[src/sv/mscp_pkg.sv]
// Shared types and constants of the MPEG-1 start code parser.
package mscp_pkg;

   localparam int QUEUE_DEPTH = 4;

   localparam logic [7:0] SEQ_CODE    = 8'hB3;
   localparam logic [7:0] GOP_CODE    = 8'hB8;
   localparam logic [7:0] PIC_CODE    = 8'h00;
   localparam logic [7:0] SLICE_FIRST = 8'h01;
   localparam logic [7:0] SLICE_LAST  = 8'hAF;
   localparam logic [7:0] PREFIX_LAST = 8'h01;

   localparam logic [2:0] KIND_SEQ   = 3'd0;
   localparam logic [2:0] KIND_GOP   = 3'd1;
   localparam logic [2:0] KIND_PIC   = 3'd2;
   localparam logic [2:0] KIND_SLICE = 3'd3;
   localparam logic [2:0] KIND_OTHER = 3'd4;

   localparam logic [2:0] TYPE_I = 3'd1;
   localparam logic [2:0] TYPE_P = 3'd2;

   localparam logic [1:0] CLASS_I = 2'd0;
   localparam logic [1:0] CLASS_P = 2'd1;
   localparam logic [1:0] CLASS_B = 2'd2;

   typedef struct packed {
      logic [2:0]  kind;
      logic [7:0]  code;
      logic [23:0] payload;
      logic [7:0]  last_byte;
   } event_type;

endpackage

[src/sv/mscp_front.sv]
// Byte scanner that finds start code prefixes and collects header bytes.
module mscp_front (
   input  logic                 clock,
   input  logic                 reset,
   input  logic                 accept,
   input  logic [7:0]           stream_byte,
   output logic                 emit,
   output mscp_pkg::event_type  event_out
);

   typedef enum logic [1:0] {
      PH_SCAN,
      PH_CODE,
      PH_SEQ,
      PH_PIC
   } phase_type;

   phase_type   phase_ff, phase_in;
   logic [15:0] window_ff, window_in;
   logic [1:0]  count_ff, count_in;
   logic [7:0]  code_ff, code_in;
   logic [23:0] payload_ff, payload_in;

   always_comb begin
      phase_in   = phase_ff;
      window_in  = window_ff;
      count_in   = count_ff;
      code_in    = code_ff;
      payload_in = payload_ff;
      emit       = 1'b0;
      event_out  = '{kind: mscp_pkg::KIND_OTHER, code: stream_byte,
                     payload: payload_ff, last_byte: stream_byte};
      if (accept) begin
         case (phase_ff)
            PH_CODE: begin
               code_in = stream_byte;
               if (stream_byte == mscp_pkg::SEQ_CODE) begin
                  phase_in   = PH_SEQ;
                  count_in   = 2'd0;
                  payload_in = '0;
               end else if (stream_byte == mscp_pkg::PIC_CODE) begin
                  phase_in   = PH_PIC;
                  count_in   = 2'd0;
                  payload_in = '0;
               end else begin
                  phase_in   = PH_SCAN;
                  window_in  = 16'hFFFF;
                  count_in   = 2'd0;
                  payload_in = '0;
                  emit       = 1'b1;
                  if (stream_byte == mscp_pkg::GOP_CODE) begin
                     event_out.kind = mscp_pkg::KIND_GOP;
                  end else if (stream_byte inside
                               {[mscp_pkg::SLICE_FIRST:mscp_pkg::SLICE_LAST]}) begin
                     event_out.kind = mscp_pkg::KIND_SLICE;
                  end
               end
            end
            PH_SEQ: begin
               if (count_ff != 2'd3) begin
                  payload_in = {payload_ff[15:0], stream_byte};
                  count_in   = count_ff + 2'd1;
               end else begin
                  emit           = 1'b1;
                  event_out.kind = mscp_pkg::KIND_SEQ;
                  event_out.code = code_ff;
                  phase_in       = PH_SCAN;
                  window_in      = 16'hFFFF;
                  count_in       = 2'd0;
                  payload_in     = '0;
               end
            end
            PH_PIC: begin
               if (count_ff == 2'd0) begin
                  payload_in = {payload_ff[15:0], stream_byte};
                  count_in   = 2'd1;
               end else begin
                  emit           = 1'b1;
                  event_out.kind = mscp_pkg::KIND_PIC;
                  event_out.code = code_ff;
                  phase_in       = PH_SCAN;
                  window_in      = 16'hFFFF;
                  count_in       = 2'd0;
                  payload_in     = '0;
               end
            end
            default: begin
               if (window_ff == 16'h0000 && stream_byte == mscp_pkg::PREFIX_LAST) begin
                  phase_in = PH_CODE;
               end else begin
                  window_in = {window_ff[7:0], stream_byte};
               end
            end
         endcase
      end
   end

   always_ff @(posedge clock) begin
      if (reset) begin
         phase_ff   <= PH_SCAN;
         window_ff  <= 16'hFFFF;
         count_ff   <= 2'd0;
         code_ff    <= 8'h00;
         payload_ff <= '0;
      end else begin
         phase_ff   <= phase_in;
         window_ff  <= window_in;
         count_ff   <= count_in;
         code_ff    <= code_in;
         payload_ff <= payload_in;
      end
   end

endmodule

[src/sv/mscp_queue.sv]
// Small event queue between the scanner and the result stage.
module mscp_queue #(
   parameter int DEPTH = mscp_pkg::QUEUE_DEPTH
) (
   input  logic                 clock,
   input  logic                 reset,
   input  logic                 push,
   input  mscp_pkg::event_type  push_data,
   input  logic                 pop,
   output logic                 full,
   output logic                 empty,
   output mscp_pkg::event_type  head
);

   localparam int PW = (DEPTH > 1) ? $clog2(DEPTH) : 1;
   localparam int CW = $clog2(DEPTH + 1);
   localparam logic [PW-1:0] LAST_PTR = PW'(DEPTH - 1);
   localparam logic [CW-1:0] DEPTH_CNT = CW'(DEPTH);

   mscp_pkg::event_type entry_ff [DEPTH];
   logic [PW-1:0] wr_ptr_ff, wr_ptr_in;
   logic [PW-1:0] rd_ptr_ff, rd_ptr_in;
   logic [CW-1:0] count_ff, count_in;
   logic          do_push, do_pop;

   assign full    = (count_ff == DEPTH_CNT);
   assign empty   = (count_ff == '0);
   assign head    = entry_ff[rd_ptr_ff];
   assign do_push = push && !full;
   assign do_pop  = pop && !empty;

   always_comb begin
      wr_ptr_in = wr_ptr_ff;
      rd_ptr_in = rd_ptr_ff;
      count_in  = count_ff;
      if (do_push) begin
         wr_ptr_in = (wr_ptr_ff == LAST_PTR) ? '0 : wr_ptr_ff + PW'(1);
      end
      if (do_pop) begin
         rd_ptr_in = (rd_ptr_ff == LAST_PTR) ? '0 : rd_ptr_ff + PW'(1);
      end
      if (do_push && !do_pop) begin
         count_in = count_ff + CW'(1);
      end else if (do_pop && !do_push) begin
         count_in = count_ff - CW'(1);
      end
   end

   always_ff @(posedge clock) begin
      if (do_push) begin
         entry_ff[wr_ptr_ff] <= push_data;
      end
   end

   always_ff @(posedge clock) begin
      if (reset) begin
         wr_ptr_ff <= '0;
         rd_ptr_ff <= '0;
         count_ff  <= '0;
      end else begin
         wr_ptr_ff <= wr_ptr_in;
         rd_ptr_ff <= rd_ptr_in;
         count_ff  <= count_in;
      end
   end

endmodule

[src/sv/mscp_back.sv]
// Result stage that decodes header fields into the output register.
module mscp_back (
   input  logic                 clock,
   input  logic                 reset,
   input  logic                 q_empty,
   input  mscp_pkg::event_type  q_head,
   output logic                 q_pop,
   input  logic                 rsp_pop,
   output logic                 rsp_empty,
   output logic [2:0]           rsp_event_kind,
   output logic [7:0]           rsp_code_value,
   output logic [11:0]          rsp_frame_width,
   output logic [11:0]          rsp_frame_height,
   output logic [3:0]           rsp_rate_code,
   output logic [2:0]           rsp_coding_type,
   output logic [1:0]           rsp_picture_class
);

   logic        valid_ff, valid_in;
   logic [2:0]  kind_ff, kind_in;
   logic [7:0]  code_ff, code_in;
   logic [11:0] width_ff, width_in;
   logic [11:0] height_ff, height_in;
   logic [3:0]  rate_ff, rate_in;
   logic [2:0]  ctype_ff, ctype_in;
   logic [1:0]  class_ff, class_in;
   logic        slot_free;
   logic [2:0]  pic_type;

   assign slot_free = !valid_ff || rsp_pop;
   assign q_pop     = slot_free && !q_empty;
   assign pic_type  = q_head.last_byte[5:3];

   always_comb begin
      valid_in  = valid_ff && !rsp_pop;
      kind_in   = kind_ff;
      code_in   = code_ff;
      width_in  = width_ff;
      height_in = height_ff;
      rate_in   = rate_ff;
      ctype_in  = ctype_ff;
      class_in  = class_ff;
      if (q_pop) begin
         valid_in  = 1'b1;
         kind_in   = q_head.kind;
         code_in   = q_head.code;
         width_in  = '0;
         height_in = '0;
         rate_in   = '0;
         ctype_in  = '0;
         class_in  = mscp_pkg::CLASS_I;
         if (q_head.kind == mscp_pkg::KIND_SEQ) begin
            width_in  = {q_head.payload[23:16], q_head.payload[15:12]};
            height_in = {q_head.payload[11:8], q_head.payload[7:0]};
            rate_in   = q_head.last_byte[3:0];
         end else if (q_head.kind == mscp_pkg::KIND_PIC) begin
            ctype_in = pic_type;
            if (pic_type == mscp_pkg::TYPE_I) begin
               class_in = mscp_pkg::CLASS_I;
            end else if (pic_type == mscp_pkg::TYPE_P) begin
               class_in = mscp_pkg::CLASS_P;
            end else begin
               class_in = mscp_pkg::CLASS_B;
            end
         end
      end
   end

   always_ff @(posedge clock) begin
      if (reset) begin
         valid_ff <= 1'b0;
      end else begin
         valid_ff <= valid_in;
      end
      kind_ff   <= kind_in;
      code_ff   <= code_in;
      width_ff  <= width_in;
      height_ff <= height_in;
      rate_ff   <= rate_in;
      ctype_ff  <= ctype_in;
      class_ff  <= class_in;
   end

   assign rsp_empty         = !valid_ff;
   assign rsp_event_kind    = kind_ff;
   assign rsp_code_value    = code_ff;
   assign rsp_frame_width   = width_ff;
   assign rsp_frame_height  = height_ff;
   assign rsp_rate_code     = rate_ff;
   assign rsp_coding_type   = ctype_ff;
   assign rsp_picture_class = class_ff;

endmodule

[src/sv/mpeg1_start_code_parser.sv]
// Top level of the MPEG-1 video start code and header parser.
// The parser takes one stream byte per clock and reports one result per start code:
// group of pictures, slice and other codes right after the code byte, a sequence
// header after its fourth payload byte and a picture after its second. Requests are
// accepted every cycle while req_full is low; the scanner never stalls on its own.
// Results pass through an event queue of QUEUE_DEPTH entries and a result register,
// so req_full rises only when QUEUE_DEPTH plus one results are waiting untaken. With
// the queue empty and the result register free, a result completed by an accepted request
// is written into the event queue and then registered in the result register that drives rsp_.
module mpeg1_start_code_parser #(
   parameter int QUEUE_DEPTH = mscp_pkg::QUEUE_DEPTH
) (
   input  logic        clock,
   input  logic        reset,
   input  logic        req_push,
   output logic        req_full,
   input  logic [7:0]  req_stream_byte,
   output logic        rsp_empty,
   input  logic        rsp_pop,
   output logic [2:0]  rsp_event_kind,
   output logic [7:0]  rsp_code_value,
   output logic [11:0] rsp_frame_width,
   output logic [11:0] rsp_frame_height,
   output logic [3:0]  rsp_rate_code,
   output logic [2:0]  rsp_coding_type,
   output logic [1:0]  rsp_picture_class
);

   logic                accept;
   logic                emit;
   mscp_pkg::event_type front_event;
   logic                q_empty;
   logic                q_pop;
   mscp_pkg::event_type q_head;

   assign accept = req_push && !req_full;

   mscp_front u_front (
      .clock       (clock),
      .reset       (reset),
      .accept      (accept),
      .stream_byte (req_stream_byte),
      .emit        (emit),
      .event_out   (front_event)
   );

   mscp_queue #(
      .DEPTH (QUEUE_DEPTH)
   ) u_queue (
      .clock     (clock),
      .reset     (reset),
      .push      (emit),
      .push_data (front_event),
      .pop       (q_pop),
      .full      (req_full),
      .empty     (q_empty),
      .head      (q_head)
   );

   mscp_back u_back (
      .clock             (clock),
      .reset             (reset),
      .q_empty           (q_empty),
      .q_head            (q_head),
      .q_pop             (q_pop),
      .rsp_pop           (rsp_pop),
      .rsp_empty         (rsp_empty),
      .rsp_event_kind    (rsp_event_kind),
      .rsp_code_value    (rsp_code_value),
      .rsp_frame_width   (rsp_frame_width),
      .rsp_frame_height  (rsp_frame_height),
      .rsp_rate_code     (rsp_rate_code),
      .rsp_coding_type   (rsp_coding_type),
      .rsp_picture_class (rsp_picture_class)
   );

endmodule

[config.mk]
export PLATFORM = sky130hd
export DESIGN_NAME = mpeg1_start_code_parser
export DESIGN_NICKNAME = d
export VERILOG_FILES = /design/src/sv/mscp_pkg.sv /design/src/sv/mscp_front.sv /design/src/sv/mscp_queue.sv /design/src/sv/mscp_back.sv /design/src/sv/mpeg1_start_code_parser.sv
export SDC_FILE = /design/constraint.sdc
export NUM_CORES = 1
export LEC_CHECK = 0
export ABC_AREA = 1
export ABC_CLOCK_PERIOD_IN_PS = 4600
export BUFFER_PORTS_ARGS = -buffer_cell sky130_fd_sc_hd__buf_2
export CAP_MARGIN = 20
export CORE_MARGIN = 5
export CORE_UTILIZATION = 55
export DETAILED_ROUTE_END_ITERATION = 12
export PLACE_DENSITY = 0.81
export REMOVE_ABC_BUFFERS = 1
export SETUP_SLACK_MARGIN = 0.4
export SLEW_MARGIN = 20
export SYNTH_ARGS = -nofsm -noshare
export SYNTH_HDL_FRONTEND = slang
export SYNTH_SLANG_ARGS = --single-unit
[constraint.sdc]
create_clock -name clock -period 4.6 [get_ports clock]
set_input_delay 0.92 -clock clock [delete_from_list [all_inputs] [get_ports clock]]
set_output_delay 0.92 -clock clock [all_outputs]
set_load 0.01 [all_outputs]
**Word-level counts from Yosys, hierarchy flattened**

Memories as Yosys holds them, arrays and structs flattened. A register that Yosys moved wholly into a read port is not among the register bits.
Index checks and enable logic that the tools add are counted.

- $add $sub $neg: 5
- Multiply operators: 0
- Divide/modulo/power cells: 0
- $lt $le $gt $ge: 2
- Equal/unequal tests: 18
- Shift operators: 0
- Multiplexer cells: 43
- Bitwise operators: 1
- Reduce and logical (&&, ||, !) cells: 30

Operators with widths:

| cell | number |
|---|---|
| $mux W16 | 5 |
| $pmux W24 S3 | 1 |
| $mux W24 | 2 |
| $pmux W16 S3 | 1 |
| $mux W11 | 3 |
| $mux W2 | 11 |
| $mux W3 | 6 |
| $eq A8 B8 Y1 const B | 2 |
| $logic_not A16 Y1 | 1 |
| $pmux W8 S2 | 1 |
| $pmux W2 S3 | 2 |
| $ne A2 B2 Y1 const B | 5 |
| $logic_and A1 B1 Y1 | 9 |
| $mux W1 | 9 |
| $pmux W3 S3 | 1 |
| $eq A2 B2 Y1 const B | 4 |
| $eq A8 B1 Y1 const B | 1 |
| $ge A8 B1 Y1 const B | 1 |
| $le A8 B8 Y1 const B | 1 |
| $logic_not A8 Y1 | 1 |
| $add A2 B1 Y2 const B | 3 |
| $eq A3 B2 Y1 const B | 2 |
| $logic_not A1 Y1 | 6 |
| $logic_not A3 Y1 | 2 |
| 18 further kinds | 19 |

- Register bits: 104
- Latch bits: 0
- RAM bits: 172
- ROM bits: 0
- Bits of input ports: 12
- Output and inout port bits: 46
- Word-level logic and storage cells: 116
- Memories: 1

Memory list:

| memory | words | width | rd ports | clocked after memory_dff | write ports | line | source |
|---|---|---|---|---|---|---|---|
| u_queue.entry_ff | 4 | 43 | 1 | 1 | 1 | mscp_queue.sv:20 | `mscp_pkg::event_type entry_ff [DEPTH];` |

**Depth between registers and ports, before layout**

- Depth after elaboration: 10
- Gate-level depth with buffers: 16
- Depth with buffers taken out: 16

**Hierarchy**

A second synthesis with hierarchy kept.

- Cell total of the unflattened synthesis: 962
- Area, all modules: 11342.1 um^2

Modules (own cells, without submodules):

| module | instances | cells each | area an instance (um^2) | sequential area each (um^2) |
|---|---|---|---|---|
| mscp_queue | 1 | 486 | 6856.6 | 5345.1 |
| mscp_front | 1 | 352 | 2677.6 | 1041.0 |
| mscp_back | 1 | 122 | 1798.0 | 1341.3 |
| mpeg1_start_code_parser | 1 | 2 | 10.0 | 0.0 |

**Worst setup path before layout**

OpenSTA, ideal clock, no wires.

- Kind: input-to-reg
- From: in req_push
- To: mem u_queue.entry_ff[0][0] (netlist bit), enable pin
- Setup time: 0.439 ns
- Arrival time: 3.127 ns
- Data required time: 4.161 ns
- Path slack: 1.034 ns
- Stages on the path: 5
- Path buffers: 0
- Cell sequence: nand2_4 -> nor2_1 -> nand2_1 -> a21boi_2 -> nor2_1

- Longest elaborated chain between the ends: 5

Ends and longest elaborated chain:

| element | line | source |
|---|---|---|
| start: declaration | mpeg1_start_code_parser.sv:15 | `input logic req_push,` |
| $logic_and A1 B1 Y1 | mpeg1_start_code_parser.sv:36 | `assign accept = req_push && !req_full;` |
| $mux W1 | mscp_front.sv:33 | `if (accept) begin` |
| $logic_and A1 B1 Y1 | mscp_queue.sv:29 | `assign do_push = push && !full;` |
| $mux W1 | mscp_queue.sv:50 | `if (do_push) begin` |
| $mux W1 (implied by the code) | mscp_queue.sv:51 | `entry_ff[wr_ptr_ff] <= push_data;` |
| end: declaration | mscp_queue.sv:20 |  |

No other way between the ends.

**Worst setup path after layout**

- From: reg u_front.phase_ff[0]
- To: reg u_queue.count_ff[1]

- Elaborated cells between the ends (all ways): 11
- Those cells by class: eq/ne: 3; mux: 3; reduce/logical: 5

RTL lines:

| element | line | source |
|---|---|---|
| start: declaration | mscp_front.sv:18 | `phase_type phase_ff, phase_in;` |
| start signal: assignment | mscp_front.sv:106 | `phase_ff <= phase_in;` |
| $eq A2 B2 Y1 / $eq A2 B1 Y1 (equally long branches) | mscp_front.sv:34 | `case (phase_ff)` |
| $pmux W1 S3 (*) | mscp_front.sv:34 |  |
| $mux W1 (*) | mscp_front.sv:33 |  |
| $logic_and A1 B1 Y1 (*) | mscp_queue.sv:29 |  |
| net u_queue.do_push | mscp_queue.sv:24 | `logic do_push, do_pop;` |
| $logic_and A1 B1 Y1 (*) | mscp_queue.sv:42 | `if (do_push && !do_pop) begin` |
| $mux W3 (*) | mscp_queue.sv:42 |  |
| net u_queue.count_in[1] | mscp_queue.sv:23 | `logic [CW-1:0] count_ff, count_in;` |
| end signal: assignment | mscp_queue.sv:63 | `count_ff <= count_in;` |
| end: declaration | mscp_queue.sv:23 |  |

Mark *: on every way through the listed nets, which the timed path passes. The rest lies on a longest branch.
A chain may end at the register's enable or synchronous reset.

==> flow_summary.yaml <==
status:
  status: "completed"
power_and_ir_drop:
  switching_share_pct: 32.5
  p_leak_nw: 4.56
  seq_power_share_pct: 45.4
  power_density_mw_per_mm2: 571
  intPower_mw: 4.70
  totalPowerFinal_mw: 6.97
  vdd_drop_max_mv: 0.521
  p_sw_mw: 2.27
  clkPwrFrac_pct: 29.0
  comb_power_share_pct: 25.6
clocking:
  cts_setup_buffers: 0
  numCtsBuffers: 26
  clk_pin_slew_ns: 0.06
  clkLatencyLatePin_ns: 0.52
  cts_tree: "yes"
  ctsHoldBuffers: 0
  cts_resized: 0
  htreeDepth: 1
  cts_root_buffer: "clkbuf_16"
  clock-sinks: 270
  cts_max_path_buffers: 3
critical_path:
  crit_slowest_cell: "a21boi_2"
  path_class: "reg -> reg"
  crit_family: "compound AO/OA/AOI/OAI gates"
  crit_buf_inv: 4
  max_stage_delay_ns: 0.48
  crit_path_frequent_cell: "inv_1"
  crit_fanout: 9
  end_kind: "register"
  cp-start-kind: "register"
  path_cells: "inv_1 -> ha_1 -> a21oi_2 -> inv_1 -> nand2_1 -> a21boi_2 -> inv_1 -> ha_1 -> inv_1 -> fa_1 -> o21ai_0 -> a21oi_1"
  startpoint: "u_front.phase_ff[0]$_SDFFE_PP0P_"
  arrival_ns: 3.42
  cp_data_required_time_ns: 5.01
  r2r-start: "u_front.phase_ff[0]$_SDFFE_PP0P_"
global_routing:
  grt_pass1_vias: 6802
  antenna_found_initial: 0
  track_usage_pct: 19.5
  grt_max_degree: 61
  grt.overflow.total: 0
  grt_pass1_wl_um: 35100
floorplan:
  die_h_um: 151
  fp.dieW_um: 151
  ios: 58
  core_sq_mm: 0.0195
  dieArea_sq_mm: 0.0227
  start_util_pct: 55.9
  core.rowCount: 51
route:
  wire_per_inst_um: 16.9
  ant_nets: 0
  drt_first_pass_iters: 5
  drc: 0
  routed_wl_um: 22000
  via_per_inst: 5.44
  drt-initial-drc-count: 739
  dr_total_vias: 7072
timing:
  fin_setup_tns_ns: 0
  skew_ns: 0.0104
  finalHoldViolCount: 0
  rsz0062_at_grt: "false"
  hold_ws_ns: 0.448
  setup_viol: 0
  slew_headroom_pct: 38.9
  max_freq_mhz: 332
  worst_slew_pin_slew_ns: 0.916
  slew_violations: 0
  fin_crit_ns: 3.01
  finalCritPeriodShare_pct: 65.4
worst_hold_path:
  hold_path.class: "reg -> reg"
  hold_start: "u_front.code_ff[6]$_SDFFE_PP0P_"
placed_design:
  portBuffers: 57
  gp_congestion: 0.875
  dp_hpwl_um: 13100
synth:
  synthDistinctLibCells: 39
  syn_inst: 967
  synth_top_area_share_pct: 57.4
  synth.avg_cell_area_sq_um: 11.3
  netlist_area_sq_mm: 0.0109
  synth_top_area_cell: "edfxtp_1"
  ys_seq_area_share_pct: 68.8
  synth_area_leaders: "edfxtp_1, dfxtp_1, nor2_1"
  ys_warn_count: 0
  synth-seq-cells: 270
final_layout:
  drive_above_1_share_pct: 14.9
  final_common_cell: "edfxtp_1"
  layout_common_cells: "edfxtp_1, nor2_1, nand2_1, o21ai_0, a21oi_1"
  fin_nets: 1041
  fin_util_pct: 62.7
  area_delta_synth_final_pct: 12.2
  num_antenna_cells: 0
job:
  maxCapViolCount: 0
==> sequential cells by signal, indices dropped and copies added, names as in the netlist, named ones only <==
name and flops:
u_back.rsp_code_value 8, u_back.rsp_coding_type 3, u_back.rsp_event_kind 3, u_back.rsp_frame_height 12, u_back.rsp_frame_width 12, u_back.rsp_picture_class 2, u_back.rsp_rate_code 4, u_back.valid_ff 1
u_front.code_ff 8, u_front.count_ff 2, u_front.payload_ff 24, u_front.phase_ff 2, u_front.window_ff 16, u_queue.count_ff 3, u_queue.entry_ff 164, u_queue.rd_ptr_ff 2
u_queue.wr_ptr_ff 2
==> power by group through the flow <==
stage | Combinational [mW] | Sequential, mW | Clock (mW)
2_1_floorplan | 0.955 | 3.36 | 0
3_3_place_gp | 1.73 | 3.21 | 0
3_5_place_dp | 1.79 | 3.22 | 0
4_1_cts | 1.80 | 3.17 | 2.05
5_1_grt | 1.99 | 3.20 | 2.15
6_report | 1.78 | 3.16 | 2.02
==> area by class of cell <==
cell class | instances | area, sq um
Fill cell | 1446 | 7260
Clock inverter | 15 | 116
Tap cell | 265 | 332
Inverter | 58 | 221
Sequential cell | 270 | 7490
Multi-Input combinational cell | 591 | 2960
Timing Repair Buffer | 68 | 388
Clock buffer | 32 | 704
==> cell families (layout without fill, tap and decap cells) <==
family | Yosys count | in the layout | synth area share (%)
flip-flops | 270 | 270 | 68.8
adder cells (fa/ha/maj) | 14 | 14 | 1.68
AO/OA/AOI/OAI | 188 | 188 | 9.12
buffers and inverters | 106 | 173 | 4.31
AND/OR/NAND/NOR | 389 | 389 | 16.1
==> synthesized netlist by cell type <==
library cell,number
nor2_1,184
nand3b_1,16
inv_4,1
nand3_1,43
a211oi_2,1
o21a_4,1
ha_1,13
nand2_2,11
nor3b_1,3
inv_1,51
nand2_1,110
fa_1,1
nand4_1,1
nor2_8,1
o211a_1,1
inv_2,6
o21a_1,1
nor2_4,1
a21oi_2,2
nand4_4,1
buf_2,18
a21oi_1,70
buf_1,5
o31ai_1,1
buf_12,1
nand2_4,2
edfxtp_1,208
buf_6,3
nand3_2,11
or2_1,1
clkbuf_1,19
o21ai_0,102
buf_4,2
dfxtp_1,62
o22ai_1,8
nor2_2,2
and2_1,1
a21boi_2,1
nor3_1,1
==> per-stage QoR <==
step           cells  cell area (sq um)  setup WS, ns
3_5_place_dp    1252              11400          1.36
4_1_cts         1299              12200          1.60
6_report        1299              12200          1.59
5_1_grt         1299              12200          1.27
2_1_floorplan    919              10600         0.867
3_3_place_gp    1251              11400          1.42
==> worst reg2reg max path, stage by stage, from the launching register on <==
cell,delay [ns]
dfxtp_1,0.36
inv_1,0.10
ha_1,0.27
a21oi_2,0.39
inv_1,0.08
nand2_1,0.15
a21boi_2,0.48
inv_1,0.10
ha_1,0.20
inv_1,0.12
fa_1,0.42
o21ai_0,0.17
a21oi_1,0.06
==> path summary, 6_finish.rpt <==
| check | cells after the start | end | slack, ns |
|---|---|---|---|
| worst min register to register | 2 | u_front.code_ff[6]$_SDFFE_PP0P_ | 0.45 |
| worst min-delay path | 2 | u_front.code_ff[6]$_SDFFE_PP0P_ | 0.45 |
| worst max register to register | 12 | u_queue.count_ff[1]$_SDFFE_PP0P_ | 1.59 |
| worst max-delay path | 12 | u_queue.count_ff[1]$_SDFFE_PP0P_ | 1.59 |
==> routing by layer <==
metal | track usage [%] | vias up | part of all wire, %
met2 | 33.0 | 240 | 49
met1 | 26.3 | 3361 | 42
li1 | - | 3430 | -
met4 | 5.12 | 0 | 2.1
met3 | 3.70 | 41 | 7.0
met5 | 0 | - | 0
No activity file was read; power rests on OpenSTA's default activity.
